File: src/sv/prow_pkg.sv
`timescale 1ns / 1ps
`default_nettype none
// ----------------------------------------------------------------------------
// prow_pkg
// Shared types and constants of the planar raster-op write path: request and
// response payloads, access modes and register offsets.
// ----------------------------------------------------------------------------
package prow_pkg;

   localparam int WordBits = 16;
   localparam int CodeBits = 4;
   localparam int AddrBits = 5;
   localparam int DataBits = 32;

   typedef logic [WordBits-1:0] word_type;

   typedef struct packed {
      logic [3:0] plane_index;
      word_type   source_latch;
      word_type   dest_word;
      word_type   bus_mask;
   } req_type;

   typedef struct packed {
      word_type new_word;
      logic     plane_enabled;
   } rsp_type;

   typedef enum logic [1:0] {
      MODE_CONST  = 2'd0,
      MODE_PIXEL  = 2'd1,
      MODE_BIT0   = 2'd2,
      MODE_SHIFT  = 2'd3
   } mode_type;

   typedef enum logic [2:0] {
      REG_ROP_CODES     = 3'd0,
      REG_ROP_ENABLE    = 3'd1,
      REG_ACCESS_MODE   = 3'd2,
      REG_SHIFT_COUNT   = 3'd3,
      REG_WRITE_PROTECT = 3'd4,
      REG_PLANE_MASK    = 3'd5
   } reg_index_type;

endpackage
`default_nettype wire

File: src/sv/planar_raster_op_write_core.sv
`timescale 1ns / 1ps
`default_nettype none
// ----------------------------------------------------------------------------
// planar_raster_op_write_core
// Write path of a planar frame-buffer raster-op unit: forms the source word,
// applies the per-plane boolean function and merges under the write masks.
// A request passes through the input register and then the result register.
// Throughput: one request per cycle, set by the input and result registers.
// busy stays low; the response strobe lasts one cycle and cannot be stalled.
// Reset: synchronous; configuration registers and valid flags clear, access mode returns to shifted word.
// ----------------------------------------------------------------------------
module planar_raster_op_write_core
   import prow_pkg::*;
#(
   parameter int PLANES = 8
) (
   input  wire logic                clock,
   input  wire logic                reset,
   input  wire logic                start,
   output logic                     busy,
   input  wire req_type             req_data,
   output logic                     rsp_strobe,
   output rsp_type                  rsp_data,
   input  wire logic                psel,
   input  wire logic                penable,
   input  wire logic                pwrite,
   input  wire logic [AddrBits-1:0] paddr,
   input  wire logic [DataBits-1:0] pwdata,
   output logic [DataBits-1:0]      prdata,
   output logic                     pready
);

   localparam logic [4:0] PlaneLimit = 5'(PLANES);

   // configuration registers
   logic [31:0]   rop_codes_ff;
   logic          rop_enable_ff;
   mode_type      access_mode_ff;
   logic [4:0]    shift_count_ff;
   word_type      write_protect_ff;
   logic [7:0]    plane_mask_ff;

   logic          csr_write;
   reg_index_type csr_index;

   // pipeline registers
   logic    req_valid_ff;
   req_type req_ff;
   logic    rsp_valid_ff;
   rsp_type rsp_ff;
   rsp_type rsp_in;

   // datapath
   logic                plane_ok;
   word_type            src;
   logic [2*WordBits-1:0] wide;
   logic [2*WordBits-1:0] wide_shifted;
   logic [CodeBits-1:0] code;
   word_type            func;
   word_type            merged;
   word_type            protect;

   assign busy   = 1'b0;
   assign pready = 1'b1;

   assign csr_write = psel && penable && pwrite && pready;
   assign csr_index = reg_index_type'(paddr[4:2]);

   always_ff @(posedge clock) begin
      if (reset) begin
         rop_codes_ff     <= '0;
         rop_enable_ff    <= 1'b0;
         access_mode_ff   <= MODE_SHIFT;
         shift_count_ff   <= '0;
         write_protect_ff <= '0;
         plane_mask_ff    <= '0;
      end else if (csr_write) begin
         unique case (csr_index)
            REG_ROP_CODES:     rop_codes_ff     <= pwdata;
            REG_ROP_ENABLE:    rop_enable_ff    <= pwdata[0];
            REG_ACCESS_MODE:   access_mode_ff   <= mode_type'(pwdata[1:0]);
            REG_SHIFT_COUNT:   shift_count_ff   <= pwdata[4:0];
            REG_WRITE_PROTECT: write_protect_ff <= pwdata[WordBits-1:0];
            REG_PLANE_MASK:    plane_mask_ff    <= pwdata[7:0];
            default: ;
         endcase
      end
   end

   always_comb begin
      unique case (csr_index)
         REG_ROP_CODES:     prdata = rop_codes_ff;
         REG_ROP_ENABLE:    prdata = {31'd0, rop_enable_ff};
         REG_ACCESS_MODE:   prdata = {30'd0, access_mode_ff};
         REG_SHIFT_COUNT:   prdata = {27'd0, shift_count_ff};
         REG_WRITE_PROTECT: prdata = {16'd0, write_protect_ff};
         REG_PLANE_MASK:    prdata = {24'd0, plane_mask_ff};
         default:           prdata = '0;
      endcase
   end

   // input register
   always_ff @(posedge clock) begin
      if (reset) begin
         req_valid_ff <= 1'b0;
      end else begin
         req_valid_ff <= start && !busy;
      end
   end

   always_ff @(posedge clock) begin
      if (start && !busy) begin
         req_ff <= req_data;
      end
   end

   // source word
   assign wide = shift_count_ff[4] ? {req_ff.source_latch, 16'd0}
                                   : {16'd0, req_ff.source_latch};
   assign wide_shifted = wide >> shift_count_ff[3:0];

   always_comb begin
      unique case (access_mode_ff)
         MODE_CONST: src = '1;
         MODE_PIXEL: src = {WordBits{req_ff.source_latch[req_ff.plane_index]}};
         MODE_BIT0:  src = {WordBits{req_ff.source_latch[0]}};
         MODE_SHIFT: src = wide_shifted[WordBits-1:0];
         default:    src = '0;
      endcase
   end

   // raster function, code bit chosen by {~s, ~d}
   assign plane_ok = {1'b0, req_ff.plane_index} < PlaneLimit;
   assign code     = plane_ok ? rop_codes_ff[{req_ff.plane_index[2:0], 2'b00} +: CodeBits]
                              : '0;

   always_comb begin
      for (int i = 0; i < WordBits; i++) begin
         func[i] = code[{~src[i], ~req_ff.dest_word[i]}];
      end
   end

   assign merged  = rop_enable_ff ? func : src;
   assign protect = write_protect_ff | ~req_ff.bus_mask;

   always_comb begin
      rsp_in.new_word      = (req_ff.dest_word & protect) | (merged & ~protect);
      rsp_in.plane_enabled = plane_ok && !plane_mask_ff[req_ff.plane_index[2:0]];
   end

   // result register
   always_ff @(posedge clock) begin
      if (reset) begin
         rsp_valid_ff <= 1'b0;
      end else begin
         rsp_valid_ff <= req_valid_ff;
      end
   end

   always_ff @(posedge clock) begin
      if (req_valid_ff) begin
         rsp_ff <= rsp_in;
      end
   end

   assign rsp_strobe = rsp_valid_ff;
   assign rsp_data   = rsp_ff;

   // every accepted request gives one response through the input and result registers
   a_latency: assert property (@(posedge clock) disable iff (reset)
      (start && !busy) |=> ##1 rsp_strobe)
      else $error("response missing after request");

   // protected or uncovered bits keep the destination
   a_protect: assert property (@(posedge clock) disable iff (reset)
      rsp_strobe |-> (((rsp_data.new_word ^ $past(req_ff.dest_word))
                      & $past(write_protect_ff | ~req_ff.bus_mask)) == '0))
      else $error("protected bit changed");

   // a plane beyond the plane count is never selected
   a_plane_range: assert property (@(posedge clock) disable iff (reset)
      (rsp_strobe && rsp_data.plane_enabled) |->
         ({1'b0, $past(req_ff.plane_index)} < PlaneLimit))
      else $error("out-of-range plane selected");

   // no response without a request in flight
   a_no_spurious: assert property (@(posedge clock) disable iff (reset)
      rsp_strobe |-> $past(req_valid_ff))
      else $error("response without request");

endmodule
`default_nettype wire
File: config.mk
export PLATFORM = sky130hd
export DESIGN_NAME = planar_raster_op_write_core
export DESIGN_NICKNAME = d
export VERILOG_FILES = /design/src/sv/prow_pkg.sv /design/src/sv/planar_raster_op_write_core.sv
export SDC_FILE = /design/constraint.sdc
export NUM_CORES = 1
export LEC_CHECK = 0
export ABC_AREA = 1
export BUFFER_PORTS_ARGS = -buffer_cell sky130_fd_sc_hd__buf_2
export CORE_MARGIN = 1.5
export CORE_UTILIZATION = 50
export CTS_CLUSTER_SIZE = 25
export DETAILED_ROUTE_END_ITERATION = 10
export GPL_TIMING_DRIVEN = 0
export PLACE_DENSITY = 0.72
export SLEW_MARGIN = 20
export SYNTH_ARGS = -nofsm -noshare
export SYNTH_HDL_FRONTEND = slang
export SYNTH_SLANG_ARGS = --single-unit
File: constraint.sdc
create_clock -name clock -period 4.2 [get_ports clock]
set_input_delay 0.42 -clock clock [delete_from_list [all_inputs] [get_ports clock]]
set_output_delay 0.42 -clock clock [all_outputs]
set_load 0.01 [all_outputs]
# Yosys cells after proc, flatten, opt, wreduce, memory -nomap -nowiden
# Cells that the tools add are included.
[op_classes] n_div=0 eq_ne=8 magnitude_cmp=19 n_bitwise=38 n_addsub=0 multipliers=0 reduce_logical=12 mux=41 shifts=2
[op_table] operator="$pmux 32 s6" count=1
[op_table] operator="$pmux 16 s4" count=1
[op_table] operator="$lt 2x3->1 const B" count=16
[op_table] operator="$and 16x16->16" count=2
[op_table] operator="$bmux 1 s2" count=16
[op_table] operator="$mux 32" count=1
[op_table] operator="$not 1->1" count=32
[op_table] operator="$not 16->16" count=2
[op_table] operator="$or 16x16->16" count=2
[op_table] operator="$shiftx 32x6->4" count=1
[op_table] operator="$shr 32x4->16" count=1
[op_table] operator="$mux 1" count=18
[op_table] operator="$mux 16" count=1
[op_table] operator="$reduce_and 2->1" count=6
[op_table] operator="$eq 3x2->1 const B" count=2
[op_table] operator="$eq 3x3->1 const B" count=2
[op_table] operator="$lt 4x5->1 const B" count=1
[op_table] operator="$bmux 1 s4" count=1
[op_table] operator="$eq 2x2->1 const B" count=2
[op_table] operator="$lt 3x4->1 const B" count=1
[op_table] operator="$lt 4x4->1 const B" count=1
[op_table] operator="$mux 4" count=1
[op_table] operator="$bmux 1 s3" count=1
[op_table] operator="$eq 3x1->1 const B" count=1
[op_table] operator="5 further kinds" count=7
[word_totals] rom_bits=0 out_inout_bits=52 mem_count=0 latch_bits=0 ramBits=0 input_bits=95 ff_bits=135

# Logic depth before layout (Yosys ltp)
# Gate-level depths: netlist of the first run.
[depth] word_depth=9 ltp_mapped=14 depth_no_buf=12

# Worst setup path after synthesis of the first run
# No wires, ideal clock.
[synth_timing] path_kind="register to register" start="reg req_ff[48] (netlist bit)" end="reg rsp_ff, in the netlist rsp_data[7], data pin" t_required_ps=3944 slack_ps=2459 n_path_buf=3 setup_ps=256 t_arrival_ps=1485 stages_incl_launch_ff=12 cell_sequence="edfxtp_1 -> buf_6 -> buf_6 -> o21ai_0 -> nand3_2 -> nand3_4 -> buf_12 -> nor2_2 -> nor2_1 -> nand2_1 -> nand3_1 -> nand2_1"
[synth_rtl] element="from (decl)" line="planar_raster_op_write_core.sv:48" text="req_type req_ff;"
[synth_rtl] element="from (signal assigned)" line="planar_raster_op_write_core.sv:113" text="req_ff <= req_data;"
[synth_rtl] element="to (signal assigned)" line="planar_raster_op_write_core.sv:162" text="rsp_ff <= rsp_in;"
[synth_rtl] element="to (decl)" line="planar_raster_op_write_core.sv:50" text="rsp_type rsp_ff;"

# Worst setup path after layout of the first run
[layout_timing] start="reg shift_count_ff[2]" end="out prdata[2]"
[layout_via] elab_chain_len=1
[layout_rtl] element="from (decl)" line="planar_raster_op_write_core.sv:39" text="logic [4:0] shift_count_ff;"
[layout_rtl] element="from (signal assigned)" line="planar_raster_op_write_core.sv:82" text="REG_SHIFT_COUNT: shift_count_ff <= pwdata[4:0];"
[layout_rtl] element="$pmux 32 s6" line="planar_raster_op_write_core.sv:91" text="unique case (csr_index)"
[layout_rtl] element="to (decl)" line="planar_raster_op_write_core.sv:29" text="output logic [DataBits-1:0] prdata,"
# Every way passes these cells.

==> summary.md, run 1 <==
| Metric | Value |
|---|---|
| Outcome | finished, final reports clean |
| Final RePlAce weighted congestion | 0.9469 |
| H-tree Lvls | 4 |
| Root buf cell | clkbuf_16 |
| Clock-pin transition on the worst setup and hold timing paths | ~70 ps |
| CTS buffer count | 17 |
| Period Utilization, post-route | 57.32% |
| Syn Nets | between 1,000 and 1,500 |
| Reg2reg start | req_ff[48] |
| Layout cells sized above 1 | 20.54% |
| Synthesized flop and latch total | 135 |
| Post-placement setup slack | 1803 ps |
| RSZ-0062 raised after global routing | false |
| Crit-path max FO | 10 |
| Fin. max-slew vios | 0 |
| Initial antenna violation count | 0 |
| FP Rows | 45 |
| Synth warn | 0 |
| Sequential cell area | 0.003393 mm² |
| Clock buffer depth | 2 |
| # clock sinks | between 100 and 150 |
| Max stage delay cell, worst path | a221oi_1 |
| Worst skew pair latency | about 430 ps |
| Pwr dens | about 360 mW/mm² |
| DPL Wire Length | slightly below 20,000 µm |
| Area growth syn-to-layout | 19.55% |
| Crit end category | output port |
| Setup ws final | 1793 ps |
| EDFF count, synth | 69 |
| Crit-path max cell delay | between 400 and 500 ps |
| Vias after detailed routing | 8,193 |
| Die area | 0.01654 mm² |
| Cell mode on critical path | buf_2 |
| Antenna-violating nets left | 0 |
| First-pass GRT wire length | 40,340 µm |
| Placed instance count | 1,430 |
| Worst vdd ir | 332.5 µV |
| Post-route setup TNS | 0 ps |
| Unique cell type count in the Yosys netlist | 36 |
| Register area share after synthesis | 43.03% |
| WHS | ~160 ps |
| Crit-path leading delay family | compound AO/OA/AOI/OAI gates |
| Finished Layout Cells | 1,463 |
| Worst path cell trace | buf_2, clkbuf_1, a221oi_1, o21ai_0, buf_2 |
| Starting density of the core | 51.50% |
| Multi-input logic area | 0.003674 mm² |
| Postcts setup bufs | 0 |
| PortBufs | 142 |
| Cells taking the most area after synthesis | edfxtp_1 (26%), dfxtp_1 (17%), nand3_1 (16%) |
| Post-CTS Hold Fix Bufs | 0 |
| Max-slew headroom | approximately 47% |
| Post-Synthesis Cells | 1,077 |
| Arr. time, crit path | 1990 ps |
| Critical path type | flip-flop to output port |
| Minimum clock period | between 2000 and 2500 ps |
| Ys async rst share | 0% |
| Share of the synthesized area in the top cell type | 26.27% |
| Ports | 147 |
| Hold Startpoint | req_data[13] |
| Total Routing Usage GR | around a third |
| Initial DRC count | about 910 |
| Drt pass-1 iters | 5 |
| Post-synth top area cell | edfxtp_1 |
| Slew @ Worst Pin | about 790 ps |
| Synthesized cell area | 0.007886 mm² |
| Final setup fails | 0 |
| Remaining DRCs | 0 |
| Maxcap violations | 0 |
| Post_cts resized | 0 |
| Die height | 128.6 µm |
| Core box area | 0.01531 mm² |
| Pin count of the biggest net entering global routing | 54 |
| Clock skew | 13.04 ps |
| Buf+Inv Stages, Crit Path | 3 |
| Detailed-route wire length per cell | 17.74 µm |
| Number of fill cells in the layout | between 1,000 and 1,500 |
| Grt ovf | 0 |
| CP Launch Type | flip-flop |
| Vias in the first global route | ~7,500 |
| Fmax | 0.4154 GHz |
| Die W | 128.6 µm |
| Tot Pwr | 3.436 mW |
| Worst Setup SP | shift_count_ff[2] |
| CTS tree | built |
| Hold Violations, Final | 0 |
| Data required, critical path | 3780 ps |
| Most used flip-flop cell after synthesis | edfxtp_1 |
| Leakage | 4.236 nW |
| Nets | 1,333 |
| Via/cell ratio | 5.600 |
| Worst hold-check path type | input pin to flip-flop |
| Total wire length | about 26,000 µm |
| Syn Area/Cell | roughly 7.3 µm² |
[sequential cells by signal, indices dropped and copies added, names as in the netlist]
name              flops
req_ff               52
rop_codes_ff         32
rsp_data             17
write_protect_ff     16
plane_mask_ff         8
shift_count_ff        5
access_mode_ff        2
req_valid_ff          1
rop_enable_ff         1
rsp_strobe            1
[worst reg2reg max path, delay by kind of cell (launching register included)]
| kind | cells | cell delay [ps] |
|---|---|---|
| flops | 1 | 420 |
| buf+inv | 3 | 550 |
| simple gates | 9 | 930 |
[cell usage after synthesis, types with 3 or more instances]
| library cell | count |
|---|---|
| a21oi_1 | 56 |
| a221oi_1 | 4 |
| buf_2 | 21 |
| buf_4 | 7 |
| buf_6 | 9 |
| clkbuf_1 | 29 |
| dfxtp_1 | 66 |
| edfxtp_1 | 69 |
| inv_1 | 91 |
| inv_2 | 9 |
| nand2_1 | 229 |
| nand3_1 | 259 |
| nand3_2 | 15 |
| nand4_1 | 17 |
| nor2_1 | 74 |
| nor2_2 | 11 |
| nor3_1 | 3 |
| o21ai_0 | 59 |
| o21ai_1 | 17 |
| o221ai_1 | 3 |
| o22ai_1 | 7 |
[logic make-up after synthesis]
kind of cell / share of synthesized area [%]
buffers and inverters: 10.39
flip-flops: 43.03
AO/OA/AOI/OAI: 10.52
AND/OR/NAND/NOR: 35.97
other: 0.09523
[cells in the final DEF, fill, tap and decap left out, types with 30 or more instances in the layout]
master,n
dfxtp_1,66
nand3_1,259
edfxtp_1,69
clkbuf_1,30
nor2_1,74
nand2_1,229
a21oi_1,56
o21ai_0,59
inv_1,91
buf_2,162
[through the flow]
stage	instance area, µm²	util, %
floorplan	7886	-
global placement	8861	57.86
detailed placement	8864	57.88
CTS	9425	61.54
global route	9425	61.54
finish	9428	61.56
[final timing paths]
kind	cells past startpoint	slack, ps	to
worst max-delay path	5	1790	prdata[2]
worst min-delay path	1	160	req_ff[13]
worst max register to register	12	2060	rsp_data[6]
worst min register to register	2	480	rop_codes_ff[17]
[per-layer routing]
metal	vias up	wire length (µm)	GRT usage, %
li1	3993	-	-
met1	3757	11650	45.00
met2	398	11770	51.20
met3	45	1941	6.237
met4	0	593	11.63
met5	-	0	0
[cell type report]
class | count | area share (%)
Buffer | 71 | 4.565
Clock inverter | 14 | 1.407
Clock buffer | 18 | 4.552
Inverter | 103 | 4.127
Timing Repair Buffer | 142 | 7.565
Tap cell | 211 | 2.800
Antenna cell | 1 | 0.02654
Sequential cell | 135 | 35.99
Multi-Input combinational cell | 768 | 38.96
[power breakdown]
part / total [mW] / switching [mW] / internal (mW)
logic: 0.503 / 0.322 / 0.181
registers: 1.51 / 0.0546 / 1.46
clock network: 1.42 / 0.639 / 0.782
total: 3.44 / 1.02 / 2.42
Note: power is estimated with default switching activity, not from simulation.
==> inputs of run 2 (changes only) <==
--- a/config.mk
+++ b/config.mk
@@ -12,7 +12,7 @@
 export CTS_CLUSTER_SIZE = 25
 export DETAILED_ROUTE_END_ITERATION = 10
 export GPL_TIMING_DRIVEN = 0
-export PLACE_DENSITY = 0.72
+export PLACE_DENSITY = 0.75
 export SLEW_MARGIN = 20
 export SYNTH_ARGS = -nofsm -noshare
 export SYNTH_HDL_FRONTEND = slang
==> constraint.sdc (replaced) <==
create_clock -name clock -period 2 [get_ports clock]
set_input_delay 0.2 -clock clock [delete_from_list [all_inputs] [get_ports clock]]
set_output_delay 0.2 -clock clock [all_outputs]
set_load 0.01 [all_outputs]
==> run 2 against run 1 <==
  * The flow now finishes with violations (setup timing)
  * Register-to-register slack got worse by 2200 ps
  * Clock-buffer cell count is 1 lower
  * Worst hold slack got worse by 140 ps
  * Wire length rose by 11%
  * Non-clock buffer count rose by 82
  * Clock skew grew 6.2 ps
  * Setup slack worse by 2000 ps
  * Via count increased by 9.5%
  * Critical endpoint is now rsp_data[5]
  * Largest power group is now clock
==> summary.md, run 2 (synthesis gave the netlist of run 1 again) <==
| Metric | Value |
|---|---|
| Period Utilization, post-route | 108.1% |
| Finished Layout Cells | 1,547 (was 1,463) |
| Root buf cell | clkbuf_16 (unchanged) |
| Worst path cell trace | buf_6, buf_12, o211ai_1, nand3_2, nand3_4, buf_12, buf_12, nor2_2, nor2_1, nand2_1, nand3_2, nand2_1 (was buf_2, clkbuf_1, a221oi_1, o21ai_0, buf_2) |
| Detailed-route wire length per cell | 18.69 µm (was 17.74 µm) |
| Initial antenna violation count | 3 (was 0) |
| PortBufs | 142 (unchanged) |
| Max-slew headroom | 43.60% (was 47.01%) |
| Tot Pwr | 7.826 mW (was 3.436 mW) |
| Vias after detailed routing | 8,975 (was 8,193) |
| Crit-path max cell delay | 420 ps (was 450 ps) |
| Cell mode on critical path | buf_12 (was buf_2) |
| FP Rows | 45 (unchanged) |
| Worst hold-check path type | input pin to flip-flop (unchanged) |
| Crit-path max FO | 5 (was 10) |
| Remaining DRCs | 0 (unchanged) |
| Final RePlAce weighted congestion | 0.9630 (was 0.9469) |
| Grt ovf | 0 (unchanged) |
| RSZ-0062 raised after global routing | true (was false) |
| Via/cell ratio | 5.802 (was 5.600) |
| Fin. max-slew vios | 0 (unchanged) |
| WHS | 23.42 ps (was 161.6 ps) |
| Post-placement setup slack | -54.31 ps (was 1803 ps) |
| Data required, critical path | 2180 ps (was 3780 ps) |
| Die height | 128.6 µm (unchanged) |
| Starting density of the core | 51.50% (unchanged) |
| Worst skew pair latency | 440 ps (was 430 ps) |
| Crit end category | flip-flop (was output port) |
| CTS tree | built (unchanged) |
| CP Launch Type | flip-flop (unchanged) |
| Largest register FFs | 52 (unchanged) |
| Initial DRC count | 1,117 (was 911) |
| Layout cells sized above 1 | 26.26% (was 20.54%) |
| Leakage | 4.791 nW (was 4.236 nW) |
| Minimum clock period | between 2000 and 2500 ps |
| Die area | 0.01654 mm² (unchanged) |
| Ports | 147 (unchanged) |
| Placed instance count | 1,430 (unchanged) |
| Nets | 1,415 (was 1,333) |
| Die W | 128.6 µm (unchanged) |
| Max stage delay cell, worst path | edfxtp_1 (was a221oi_1) |
| Top reg by flops | req_ff (unchanged) |
| Core box area | 0.01531 mm² (unchanged) |
| Slew @ Worst Pin | 844.9 ps (was 793.8 ps) |
| Most frequent cells in the layout | nand3_1 (233), nand2_1 (217), buf_2 (152), inv_1 (90), edfxtp_1 (69) (was nand3_1 (259), nand2_1 (229), buf_2 (162), inv_1 (91), nor2_1 (74)) |
| Final setup fails | 16 (was 0) |
| Drt pass-1 iters | 5 (unchanged) |
| Vias in the first global route | 8,034 (was 7,465) |
| Area growth syn-to-layout | 37.09% (was 19.55%) |
| Total Routing Usage GR | 34.04% (was 32.53%) |
| Total wire length | 28,920 µm (was 25,950 µm) |
| CTS buffer count | 17 (unchanged) |
| Fmax | 0.4627 GHz |
| # clock sinks | 135 (unchanged) |
| Pwr dens | 723.8 mW/mm² (was 364.5 mW/mm²) |
| Setup ws final | -161.1 ps (was 1793 ps) |
| Outcome | finished, violations left (was finished, final reports clean) |
| First-pass GRT wire length | 42,690 µm (was 40,340 µm) |
| Critical path type | flip-flop to flip-flop (was flip-flop to output port) |
| Failing checks | setup timing |
| Antenna-violating nets left | 0 (unchanged) |
| DPL Wire Length | 19,210 µm (was 19,570 µm) |
| Clock skew | 19.25 ps (was 13.04 ps) |
| Arr. time, crit path | 2350 ps (was 1990 ps) |
| Pin count of the biggest net entering global routing | 54 (unchanged) |
| Most common cell after layout, fill and taps aside | nand3_1 (unchanged) |
| Hold Violations, Final | 0 (unchanged) |
| Clock-pin transition on the worst setup and hold timing paths | 70 ps (about the same) |
| Maxcap violations | 0 (unchanged) |
| H-tree Lvls | 4 (unchanged) |
| Clock buffer depth | 2 (unchanged) |
| Worst vdd ir | 623.0 µV (was 332.5 µV) |
## run 2: path summary, 6_finish.rpt
path	to	startpoint	depth (start not counted)	slack, ps
hold reg to reg	rop_codes_ff[2]	rop_codes_ff[2]	2	480
setup reg to reg	rsp_data[5]	req_ff[48]	12	-160
hold / removal	rop_codes_ff[8]	pwdata[8]	3	20
setup / recovery	rsp_data[5]	req_ff[48]	12	-160
## run 2: what timing repair did
action / in CTS / in global routing
hold buffers: 53 / 0
buffers inserted: 13 / 11
endpoints found under the hold margin: 54 / 0
pin swaps: 45 / 55
gates resized for setup: 33 / 92
cloned: 4 / 3
endpoints found under the setup margin: 16 / 23
## run 2: metal layers
metal  vias up  GRT usage [%]  wire length (µm)
li1       4147              -                 -
met1      4084          44.37             11200
met2       637          53.32             13240
met3       107          7.859              3186
met4         0          17.25              1287
met5         -              0                 0
## run 2: power breakdown
group / internal (mW) / switching, mW / leakage [nW]
logic: 0.596 / 0.816 / 3.29
clock network: 1.79 / 1.45 / 0.293
registers: 3.06 / 0.115 / 1.20
## run 2: per-stage QoR
stage	cell area [µm²]	setup TNS (ps)	util (%)
after floorplan	7886	0	-
after global placement	8861	-155.1	57.86
after detailed placement	8864	-379.0	57.88
after CTS	10360	-568.5	67.64
after global routing	10810	-2603	70.56
final	10810	-1544	70.60
## run 2: final cells by class
type | count | area [µm²]
sequential | 135 | 3393
fill | 1204 | 4503
clock buffer | 17 | 425.4
antenna | 3 | 7.507
clock inverter | 15 | 176.4
inverter | 103 | 405.4
multi-input combinational | 768 | 3988
tap | 211 | 264.0
buffer | 70 | 494.2
timing repair buffer | 225 | 1658
## run 2: critical path: cells and delay by family, from the launching register on
family                 cells  cell delay (ps)
AO/OA/AOI/OAI              1              310
buffers and inverters      4              540
flip-flops                 1              420
AND/OR/NAND/NOR            7              640
